<file path="src/hdl/serial_clock_card_interface_assert.svh">
// Assertion macros shared by the serial clock card interface RTL.
// Needs a clock named aclk and an active-low reset named aresetn in scope.
`ifndef SERIAL_CLOCK_CARD_INTERFACE_ASSERT_SVH
`define SERIAL_CLOCK_CARD_INTERFACE_ASSERT_SVH

// Same-cycle implication, ignored while in reset.
`define SCCIF_ASSERT_NOW(label, ante, cons) \
    label: assert property (@(posedge aclk) disable iff (!aresetn) (ante) |-> (cons)) \
        else $error("sccif: same-cycle check failed");

// Next-cycle implication, ignored while in reset.
`define SCCIF_ASSERT_NEXT(label, ante, cons) \
    label: assert property (@(posedge aclk) disable iff (!aresetn) (ante) |=> (cons)) \
        else $error("sccif: next-cycle check failed");

`endif

</file>
<file path="src/hdl/sccif_pkg.sv">
// Package for the serial clock card interface: item/result types, codes, constants.
// No dependencies.
package sccif_pkg;

    localparam int DIGIT_COUNT = 10;
    localparam int BIT_COUNT   = 4 * DIGIT_COUNT;
    localparam int IDX_W       = $clog2(BIT_COUNT);
    localparam int DIG_W       = $clog2(DIGIT_COUNT);

    // Item kinds carried in tuser
    typedef enum logic [1:0] {
        ITEM_BUS_WRITE = 2'd0,
        ITEM_BUS_READ  = 2'd1,
        ITEM_TICK      = 2'd2,
        ITEM_RESET     = 2'd3
    } item_kind_t;

    // Sequence request in command bits 5:4
    typedef enum logic [1:0] {
        SEQ_NONE       = 2'b00,
        SEQ_READ       = 2'b01,
        SEQ_WRITE      = 2'b10,
        SEQ_READ_WRITE = 2'b11
    } seq_kind_t;

    typedef enum logic [1:0] {
        RATE_64HZ   = 2'd0,
        RATE_256HZ  = 2'd1,
        RATE_2048HZ = 2'd2,
        RATE_NONE   = 2'd3
    } tick_rate_t;

    // Register offsets
    localparam logic [3:0] OFFS_CMD     = 4'd0;
    localparam logic [3:0] OFFS_INT_CLR = 4'd8;

    // Command byte bits
    localparam int CMD_DATA_BIT   = 0;
    localparam int CMD_CLOCK_BIT  = 1;
    localparam int CMD_STROBE_BIT = 2;
    localparam int CMD_SHIFT_BIT  = 3;
    localparam int CMD_INT_EN_BIT = 6;

    // Mode codes that select a tick rate
    localparam logic [7:0] CODE_RATE_64   = 8'h24;
    localparam logic [7:0] CODE_RATE_256  = 8'h2C;
    localparam logic [7:0] CODE_RATE_2048 = 8'h34;

    // Status byte pieces
    localparam logic [7:0] STAT_TIME_BIT  = 8'h80;
    localparam logic [7:0] STAT_PARITY    = 8'h40;
    localparam logic [7:0] STAT_RATE_64   = 8'h20;
    localparam logic [7:0] STAT_RATE_256  = 8'h28;
    localparam logic [7:0] STAT_RATE_2048 = 8'h30;
    localparam logic [7:0] STAT_INT_FLAG  = 8'h20;

    localparam logic [1:0] WRITE_PASSES = 2'd2;

    typedef struct packed {
        logic [BIT_COUNT-1:0] clock_digits;
        logic [7:0]           write_data;
        logic [3:0]           reg_offset;
        item_kind_t           mode;
    } sccif_item_t;

    typedef struct packed {
        tick_rate_t           tick_rate;
        logic [BIT_COUNT-1:0] set_time_digits;
        logic                 set_time_valid;
        logic                 irq_level;
        logic [7:0]           read_data;
    } sccif_result_t;

endpackage

</file>
<file path="src/hdl/sccif_core.sv">
// Card state registers and the per-beat update logic of the clock card interface.
// Depends on sccif_pkg.
module sccif_core
    import sccif_pkg::*;
(
    input  logic          aclk,
    input  logic          aresetn,
    input  logic          step_en,
    input  sccif_item_t   item,
    output sccif_result_t result
);

    logic [7:0]           cmd_reg, cmd_next;
    logic [7:0]           latched_reg, latched_next;
    logic [IDX_W-1:0]     idx_reg, idx_next;
    logic [BIT_COUNT-1:0] rdig_reg, rdig_next;
    logic [BIT_COUNT-1:0] wdig_reg, wdig_next;
    logic [1:0]           passes_reg, passes_next;
    logic                 int_en_reg, int_en_next;
    logic                 int_flag_reg, int_flag_next;
    logic                 parity_reg, parity_next;
    tick_rate_t           rate_reg, rate_next;

    logic [7:0]           changed;
    logic                 strobe_rise;
    logic                 clock_rise;
    logic [DIG_W-1:0]     wr_digit;
    logic [BIT_COUNT-1:0] wr_mask;
    logic                 done;
    logic [(1<<IDX_W)-1:0] rdig_ext;
    logic                 time_bit;
    logic [7:0]           status;

    assign changed     = cmd_reg ^ item.write_data;
    assign strobe_rise = changed[CMD_STROBE_BIT] & item.write_data[CMD_STROBE_BIT];
    assign clock_rise  = changed[CMD_CLOCK_BIT] & item.write_data[CMD_CLOCK_BIT];

    // Status byte, from state before this beat (a read changes nothing here)
    assign rdig_ext = {{((1<<IDX_W)-BIT_COUNT){1'b0}}, rdig_reg};
    assign time_bit = (idx_reg < IDX_W'(BIT_COUNT)) && rdig_ext[idx_reg];

    always_comb begin
        status = 8'h00;
        if (time_bit) begin
            status = status | STAT_TIME_BIT;
        end
        if (parity_reg) begin
            status = status | STAT_PARITY;
        end
        case (rate_reg)
            RATE_64HZ:   status = status | STAT_RATE_64;
            RATE_256HZ:  status = status | STAT_RATE_256;
            RATE_2048HZ: status = status | STAT_RATE_2048;
            default:     status = status;
        endcase
        if (int_flag_reg) begin
            status = status | STAT_INT_FLAG;
        end
    end

    always_comb begin
        cmd_next      = cmd_reg;
        latched_next  = latched_reg;
        idx_next      = idx_reg;
        rdig_next     = rdig_reg;
        wdig_next     = wdig_reg;
        passes_next   = passes_reg;
        int_en_next   = int_en_reg;
        int_flag_next = int_flag_reg;
        parity_next   = parity_reg;
        rate_next     = rate_reg;
        done          = 1'b0;
        wr_digit      = '0;
        wr_mask       = '0;

        case (item.mode)
            ITEM_BUS_WRITE: begin
                if (item.reg_offset == OFFS_CMD) begin
                    cmd_next    = item.write_data;
                    int_en_next = item.write_data[CMD_INT_EN_BIT];
                    if (strobe_rise) begin
                        latched_next = item.write_data;
                        if (item.write_data == CODE_RATE_64) begin
                            rate_next = RATE_64HZ;
                        end else if (item.write_data == CODE_RATE_256) begin
                            rate_next = RATE_256HZ;
                        end else if (item.write_data == CODE_RATE_2048) begin
                            rate_next = RATE_2048HZ;
                        end
                        case (seq_kind_t'(item.write_data[5:4]))
                            SEQ_READ: begin
                                rdig_next   = item.clock_digits;
                                idx_next    = '0;
                                passes_next = '0;
                            end
                            SEQ_WRITE: begin
                                idx_next    = IDX_W'(BIT_COUNT - 4);
                                passes_next = WRITE_PASSES;
                                wdig_next   = '0;
                            end
                            SEQ_READ_WRITE: begin
                                rdig_next   = item.clock_digits;
                                idx_next    = '0;
                                passes_next = WRITE_PASSES;
                                wdig_next   = '0;
                            end
                            default: ;
                        endcase
                    end
                    if (clock_rise) begin
                        // Bits go in most significant digit first, low bit first in a digit
                        wr_digit = DIG_W'(DIGIT_COUNT - 1) - DIG_W'(idx_next[IDX_W-1:2]);
                        wr_mask  = BIT_COUNT'(1) << {wr_digit, idx_next[1:0]};
                        if (passes_next != 2'd0 && idx_next < IDX_W'(BIT_COUNT)) begin
                            if (item.write_data[CMD_DATA_BIT]) begin
                                wdig_next = wdig_next | wr_mask;
                            end else begin
                                wdig_next = wdig_next & ~wr_mask;
                            end
                        end
                        if (latched_next[CMD_SHIFT_BIT]) begin
                            if (idx_next >= IDX_W'(BIT_COUNT - 1)) begin
                                idx_next = '0;
                                if (passes_next != 2'd0) begin
                                    passes_next = passes_next - 2'd1;
                                    done        = (passes_next == 2'd0);
                                end
                            end else begin
                                idx_next = idx_next + IDX_W'(1);
                            end
                        end
                    end
                end else if (item.reg_offset == OFFS_INT_CLR) begin
                    int_flag_next = 1'b0;
                end
            end
            ITEM_BUS_READ: begin
                if (item.reg_offset == OFFS_INT_CLR) begin
                    int_flag_next = 1'b0;
                end
            end
            ITEM_TICK: begin
                parity_next = ~parity_reg;
                if (int_en_reg) begin
                    int_flag_next = 1'b1;
                end
            end
            default: begin
                int_en_next = 1'b0;
            end
        endcase
    end

    always_comb begin
        result.read_data = ((item.mode == ITEM_BUS_READ) && (item.reg_offset == OFFS_CMD))
                         ? status : 8'h00;
        result.irq_level       = int_flag_next;
        result.set_time_valid  = done;
        result.set_time_digits = done ? wdig_next : '0;
        result.tick_rate       = rate_next;
    end

    always_ff @(posedge aclk) begin
        if (!aresetn) begin
            cmd_reg      <= '0;
            latched_reg  <= '0;
            idx_reg      <= '0;
            rdig_reg     <= '0;
            wdig_reg     <= '0;
            passes_reg   <= '0;
            int_en_reg   <= 1'b0;
            int_flag_reg <= 1'b0;
            parity_reg   <= 1'b0;
            rate_reg     <= RATE_64HZ;
        end else if (step_en) begin
            cmd_reg      <= cmd_next;
            latched_reg  <= latched_next;
            idx_reg      <= idx_next;
            rdig_reg     <= rdig_next;
            wdig_reg     <= wdig_next;
            passes_reg   <= passes_next;
            int_en_reg   <= int_en_next;
            int_flag_reg <= int_flag_next;
            parity_reg   <= parity_next;
            rate_reg     <= rate_next;
        end
    end

endmodule

</file>
<file path="src/hdl/serial_clock_card_interface.sv">
// Top level of the serial clock card interface: input beat register, card core, result register.
// Depends on sccif_pkg, sccif_core and serial_clock_card_interface_assert.svh.
//
//  channel  | dir | beat contents
//  ---------+-----+-------------------------------------------------------------
//  s_       | in  | tuser: mode; tdata: reg_offset, write_data, clock_digits
//  m_       | out | tdata: read_data, irq_level, set_time_valid, digits, rate
//
// One beat per cycle sustained while m_tready holds high; each accepted beat passes
// through the input register, then the result register. The card core is one level of
// register-update logic between them.
// Reset (aresetn low, synchronous) clears all card state and both valid flags.
// A stalled m_ side holds its result; one more beat waits in the input register,
// after which s_tready drops until the result is taken.
`include "serial_clock_card_interface_assert.svh"

module serial_clock_card_interface
    import sccif_pkg::*;
(
    input  logic        aclk,
    input  logic        aresetn,

    input  logic        s_tvalid,
    output logic        s_tready,
    input  logic [55:0] s_tdata,  // [3:0] reg_offset, [11:4] write_data,
                                  // [51:12] clock_digits, [55:52] zero
    input  logic [1:0]  s_tuser,  // [1:0] mode

    output logic        m_tvalid,
    input  logic        m_tready,
    output logic [55:0] m_tdata   // [7:0] read_data, [8] irq_level, [9] set_time_valid,
                                  // [49:10] set_time_digits, [51:50] tick_rate, [55:52] zero
);

    // Input beat register
    logic          in_valid_reg;
    sccif_item_t   in_item_reg;

    // Result register
    logic          out_valid_reg;
    sccif_result_t out_res_reg;

    sccif_result_t core_res;
    logic          advance;

    // Item moves into the core when the result register is free or draining
    assign advance  = in_valid_reg && (!out_valid_reg || m_tready);
    assign s_tready = !in_valid_reg || advance;

    always_ff @(posedge aclk) begin
        if (!aresetn) begin
            in_valid_reg <= 1'b0;
        end else if (s_tready) begin
            in_valid_reg <= s_tvalid;
        end
    end

    always_ff @(posedge aclk) begin
        if (s_tvalid && s_tready) begin
            in_item_reg.mode         <= item_kind_t'(s_tuser);
            in_item_reg.reg_offset   <= s_tdata[3:0];
            in_item_reg.write_data   <= s_tdata[11:4];
            in_item_reg.clock_digits <= s_tdata[51:12];
        end
    end

    sccif_core u_core (
        .aclk    (aclk),
        .aresetn (aresetn),
        .step_en (advance),
        .item    (in_item_reg),
        .result  (core_res)
    );

    always_ff @(posedge aclk) begin
        if (!aresetn) begin
            out_valid_reg <= 1'b0;
        end else if (advance) begin
            out_valid_reg <= 1'b1;
        end else if (m_tready) begin
            out_valid_reg <= 1'b0;
        end
    end

    always_ff @(posedge aclk) begin
        if (advance) begin
            out_res_reg <= core_res;
        end
    end

    assign m_tvalid = out_valid_reg;
    assign m_tdata  = {4'b0000,
                       out_res_reg.tick_rate,
                       out_res_reg.set_time_digits,
                       out_res_reg.set_time_valid,
                       out_res_reg.irq_level,
                       out_res_reg.read_data};

    // An empty result register never blocks the input side
    `SCCIF_ASSERT_NOW(a_ready_when_drained, !out_valid_reg, s_tready)
    // Only a status read of the command offset returns a nonzero byte
    `SCCIF_ASSERT_NEXT(a_read_data_only_on_status, advance && !(in_item_reg.mode == ITEM_BUS_READ && in_item_reg.reg_offset == OFFS_CMD), out_res_reg.read_data == 8'h00)
    // Interrupt clear access drops the request line in its own result
    `SCCIF_ASSERT_NEXT(a_int_clear, advance && (in_item_reg.mode == ITEM_BUS_WRITE || in_item_reg.mode == ITEM_BUS_READ) && in_item_reg.reg_offset == OFFS_INT_CLR, !out_res_reg.irq_level)
    // Written time shows only with its completion flag
    `SCCIF_ASSERT_NOW(a_digits_only_when_done, out_valid_reg && !out_res_reg.set_time_valid, out_res_reg.set_time_digits == '0)
    // Rate never takes the unused code
    `SCCIF_ASSERT_NOW(a_rate_code_legal, out_valid_reg, out_res_reg.tick_rate != RATE_NONE)

endmodule

</file>
<file path="config.mk">
export PLATFORM = sky130hd
export DESIGN_NAME = serial_clock_card_interface
export DESIGN_NICKNAME = d
export VERILOG_FILES = /design/src/hdl/sccif_pkg.sv /design/src/hdl/sccif_core.sv /design/src/hdl/serial_clock_card_interface.sv
export VERILOG_INCLUDE_DIRS = /design/src /design/src/hdl
export SDC_FILE = /design/constraint.sdc
export NUM_CORES = 1
export LEC_CHECK = 0
export ABC_AREA = 1
export BUFFER_PORTS_ARGS = -buffer_cell sky130_fd_sc_hd__buf_2
export CORE_ASPECT_RATIO = 2
export CORE_MARGIN = 5
export CORE_UTILIZATION = 45
export DETAILED_ROUTE_END_ITERATION = 8
export HOLD_SLACK_MARGIN = 0.03
export PLACE_DENSITY = 0.72
export REMOVE_ABC_BUFFERS = 1
export SETUP_SLACK_MARGIN = 0.4
export SLEW_MARGIN = 25
export SYNTH_ARGS = -nofsm -noshare
export SYNTH_HDL_FRONTEND = slang
export SYNTH_SLANG_ARGS = --single-unit
</file>
<file path="constraint.sdc">
create_clock -name aclk -period 2.55 [get_ports aclk]
set_input_delay 0 -clock aclk [delete_from_list [all_inputs] [get_ports aclk]]
set_output_delay 0 -clock aclk [all_outputs]
set_load 0.02 [all_outputs]
</file>
==> impl_metrics.csv <==
group,metric,value,unit
status,status,"completed",
synth,avgSynthCellArea,8.67,um2
synth,yosys.area.top_type_share,35.1,%
clocking,clkTransAtPathRegs,0.07,ns
synth,yosys.cell_types.count,36,
route,wl,21400,um
critical_path,start_kind,"register",
clocking,cts_buffers,18,
sta,hold_viol,0,
critical_path,endpoint_kind,"register",
critical_path,critPathArrivalTime,2.34,ns
grt,grt_start_max_net_pins,89,
sta,skew,0.0141,ns
route,ant_nets,0,
clocking,clock_path_buffers,3,
floorplanning,start_util,45.7,%
sta,period_share,82.0,%
floorplanning,coreArea,19300,um2
route,via_per_inst,5.04,
power,ir_worst_vdd,0.695,mV
floorplanning,die_w,109,um
grt,grt_pass1_vias,7150,
clocking,cts.sink_count,201,
placed_design,place_congestion,0.850,
floorplanning,io_pins,120,
layout,fin_nets,1255,
power,seqPwrFrac,52.5,%
sta,min_period,2.09,ns
sta,drv_slew,0,
synth,yosysTopAreaCell,"edfxtp_1",
sta,slew_headroom,49.0,%
clocking,htree_levels,1,
layout,area_delta_synth_final,27.0,%
power,p_per_area,600,nW/um2
placed_design,dp_hpwl,13400,um
synth,synth_warnings,0,
floorplanning,std_cell_rows,72,
layout,layout.area.seq,5050,um2
critical_path,path_max_fanout,7,
sta,final.setup.tns,0,ns
synth,ys_seq_area_share,57.4,%
power,fin_total_pwr,6.71,mW
synth,syn_area,8810,um2
grt,groute.usage.overall,18.4,%
sta,rsz0062_at_grt,"true",
job,maxCapViolations,0,
sta,setup_viol,0,
power,p_leak,4.47,nW
synth,async_flop_share,0,%
critical_path,path_class,"register to register",
layout,final_core_util,58.0,%
sta,whs,0.0386,ns
worst_hold_path,hold_path_class,"primary input to register",
power,p_comb_share,7.0,%
clocking,clock_latency,0.49,ns
layout,multiInputGateArea,3440,um2
clocking,cts-root-buf,"clkbuf_16",
grt,overflow,0,
synth,yosysMostFrequentCell,"nand2_1",
sta,worst_pin_slew,0.764,ns
clocking,cts_tree,"yes",
critical_path,cp_data_required_time,2.80,ns
floorplanning,die_h,208,um
layout,final_layout_size_suffix_gt1_share,20.0,%
power,intPower,5.24,mW
synth,synth_seq_cells,201,
synth,synthCells,1016,
route,wl_per_cell,14.7,um
layout,largest_reg_flops,54,
synth,yosys-top-cells-area,"edfxtp_1, dfxtp_1, nand2_1",
sta,fmax,478,MHz
grt,grt_pass1_wl,33700,um
layout,num_antenna_cells,0,
power,p_sw,1.47,mW
synth,yosys-top-cells-count,"nand2_1, nor2_1, edfxtp_1",
floorplanning,die_area,22700,um2
synth,synth_ff_type,"edfxtp_1",
power,switching_share,21.9,%
route,post-route-drc-count,0,
route,vias,7347,
layout,fill_cells,1675,
power,pwr-share-clk,40.5,%
route,first_pass_iters,5,
route,initialDrtViolationCount,428,
placed_design,portBuffers,108,
synth,synth-edff-count,103,
grt,antenna_found_initial,0,
## final timing paths
check,startpoint,to,slack (ns),cells past startpoint
max,in_item_reg[11],m_tdata[17],0.46,13
min,aresetn,u_core.idx_reg[3],0.04,3
max reg2reg,in_item_reg[11],m_tdata[17],0.46,13
min reg2reg,u_core.latched_reg[3],u_core.latched_reg[3],0.46,2
## repair_timing
item                       4_1_cts  5_1_grt
setup endpoints to repair       61      127
pin swaps                        1       11
gates cloned                     1        4
gates resized for setup          9       41
setup buffers                    3       13
hold buffers                    58        0
hold endpoints to repair        56        0
## cell usage in the layout, fill, tap and decap left out, drive strengths merged
| master | n |
|---|---|
| nor3 | 4 |
| nor2 | 160 |
| dlygate4sd3 | 58 |
| ha | 5 |
| a21oi | 66 |
| nand2 | 258 |
| o221ai | 1 |
| a311oi | 1 |
| inv | 43 |
| bufinv | 1 |
| buf | 150 |
| dfxtp | 98 |
| a31oi | 1 |
| clkinvlp | 1 |
| nand3b | 3 |
| edfxtp | 103 |
| xor2 | 1 |
| clkbuf | 31 |
| nand4 | 3 |
| conb | 7 |
| nand3 | 102 |
| o21ai | 98 |
| clkinv | 3 |
| o211ai | 1 |
| a211oi | 1 |
## cell type report
class / instances / area share (%)
Sequential cell: 201 / 45.2
Multi-Input combinational cell: 712 / 30.8
Timing Repair Buffer: 211 / 14.4
Clock buffer: 28 / 4.82
Tap cell: 259 / 2.90
Inverter: 44 / 1.50
Clock inverter: 4 / 0.414
## metrics by stage
| stage | setup slack [ns] | instances | instance area, um2 |
|---|---|---|---|
| after floorplan | -2.40 | 957 | 8500 |
| after global placement | 0.265 | 1348 | 9590 |
| after detailed placement | 0.204 | 1348 | 9590 |
| after CTS | 0.376 | 1442 | 10800 |
| after global routing | 0.356 | 1459 | 11200 |
| final | 0.459 | 1459 | 11200 |
## kinds of logic after synthesis
group	after synthesis	share of synthesized area [%]
flip-flops	201	57.4
adder cells (fa/ha/maj)	5	0.710
other	1	0.0426
AND/OR/NAND/NOR	530	26.0
buffers and inverters	109	5.71
XOR/XNOR	1	0.0994
AO/OA/AOI/OAI	169	10.1
## routing by layer
layer | vias to the layer above | track usage, % | part of all wire [%]
met5 | - | 0 | 0
met4 | 0 | 9.68 | 5.5
met3 | 66 | 1.89 | 4.3
met2 | 211 | 34.8 | 55
met1 | 3363 | 19.1 | 35
li1 | 3707 | - | -
## worst max-delay path, stage by stage, from the launching register on
cell,delay (ns)
edfxtp_1,0.43
inv_2,0.08
nand2_2,0.06
nand2_4,0.11
nand2_4,0.07
ha_4,0.24
inv_2,0.05
nand2_2,0.08
nor2_4,0.18
buf_12,0.16
buf_4,0.11
nand3_1,0.07
nand2_1,0.14
nor2_1,0.06
## power groups by stage
stage	combinational [mW]	clock, mW	sequential [mW]
6_report	0.469	2.72	3.52
4_1_cts	0.431	2.77	3.52
2_1_floorplan	0.151	0	3.63
3_5_place_dp	0.353	0	3.60
3_3_place_gp	0.348	0	3.60
5_1_grt	0.507	2.90	3.53
Power figures use the tool's default switching activity.
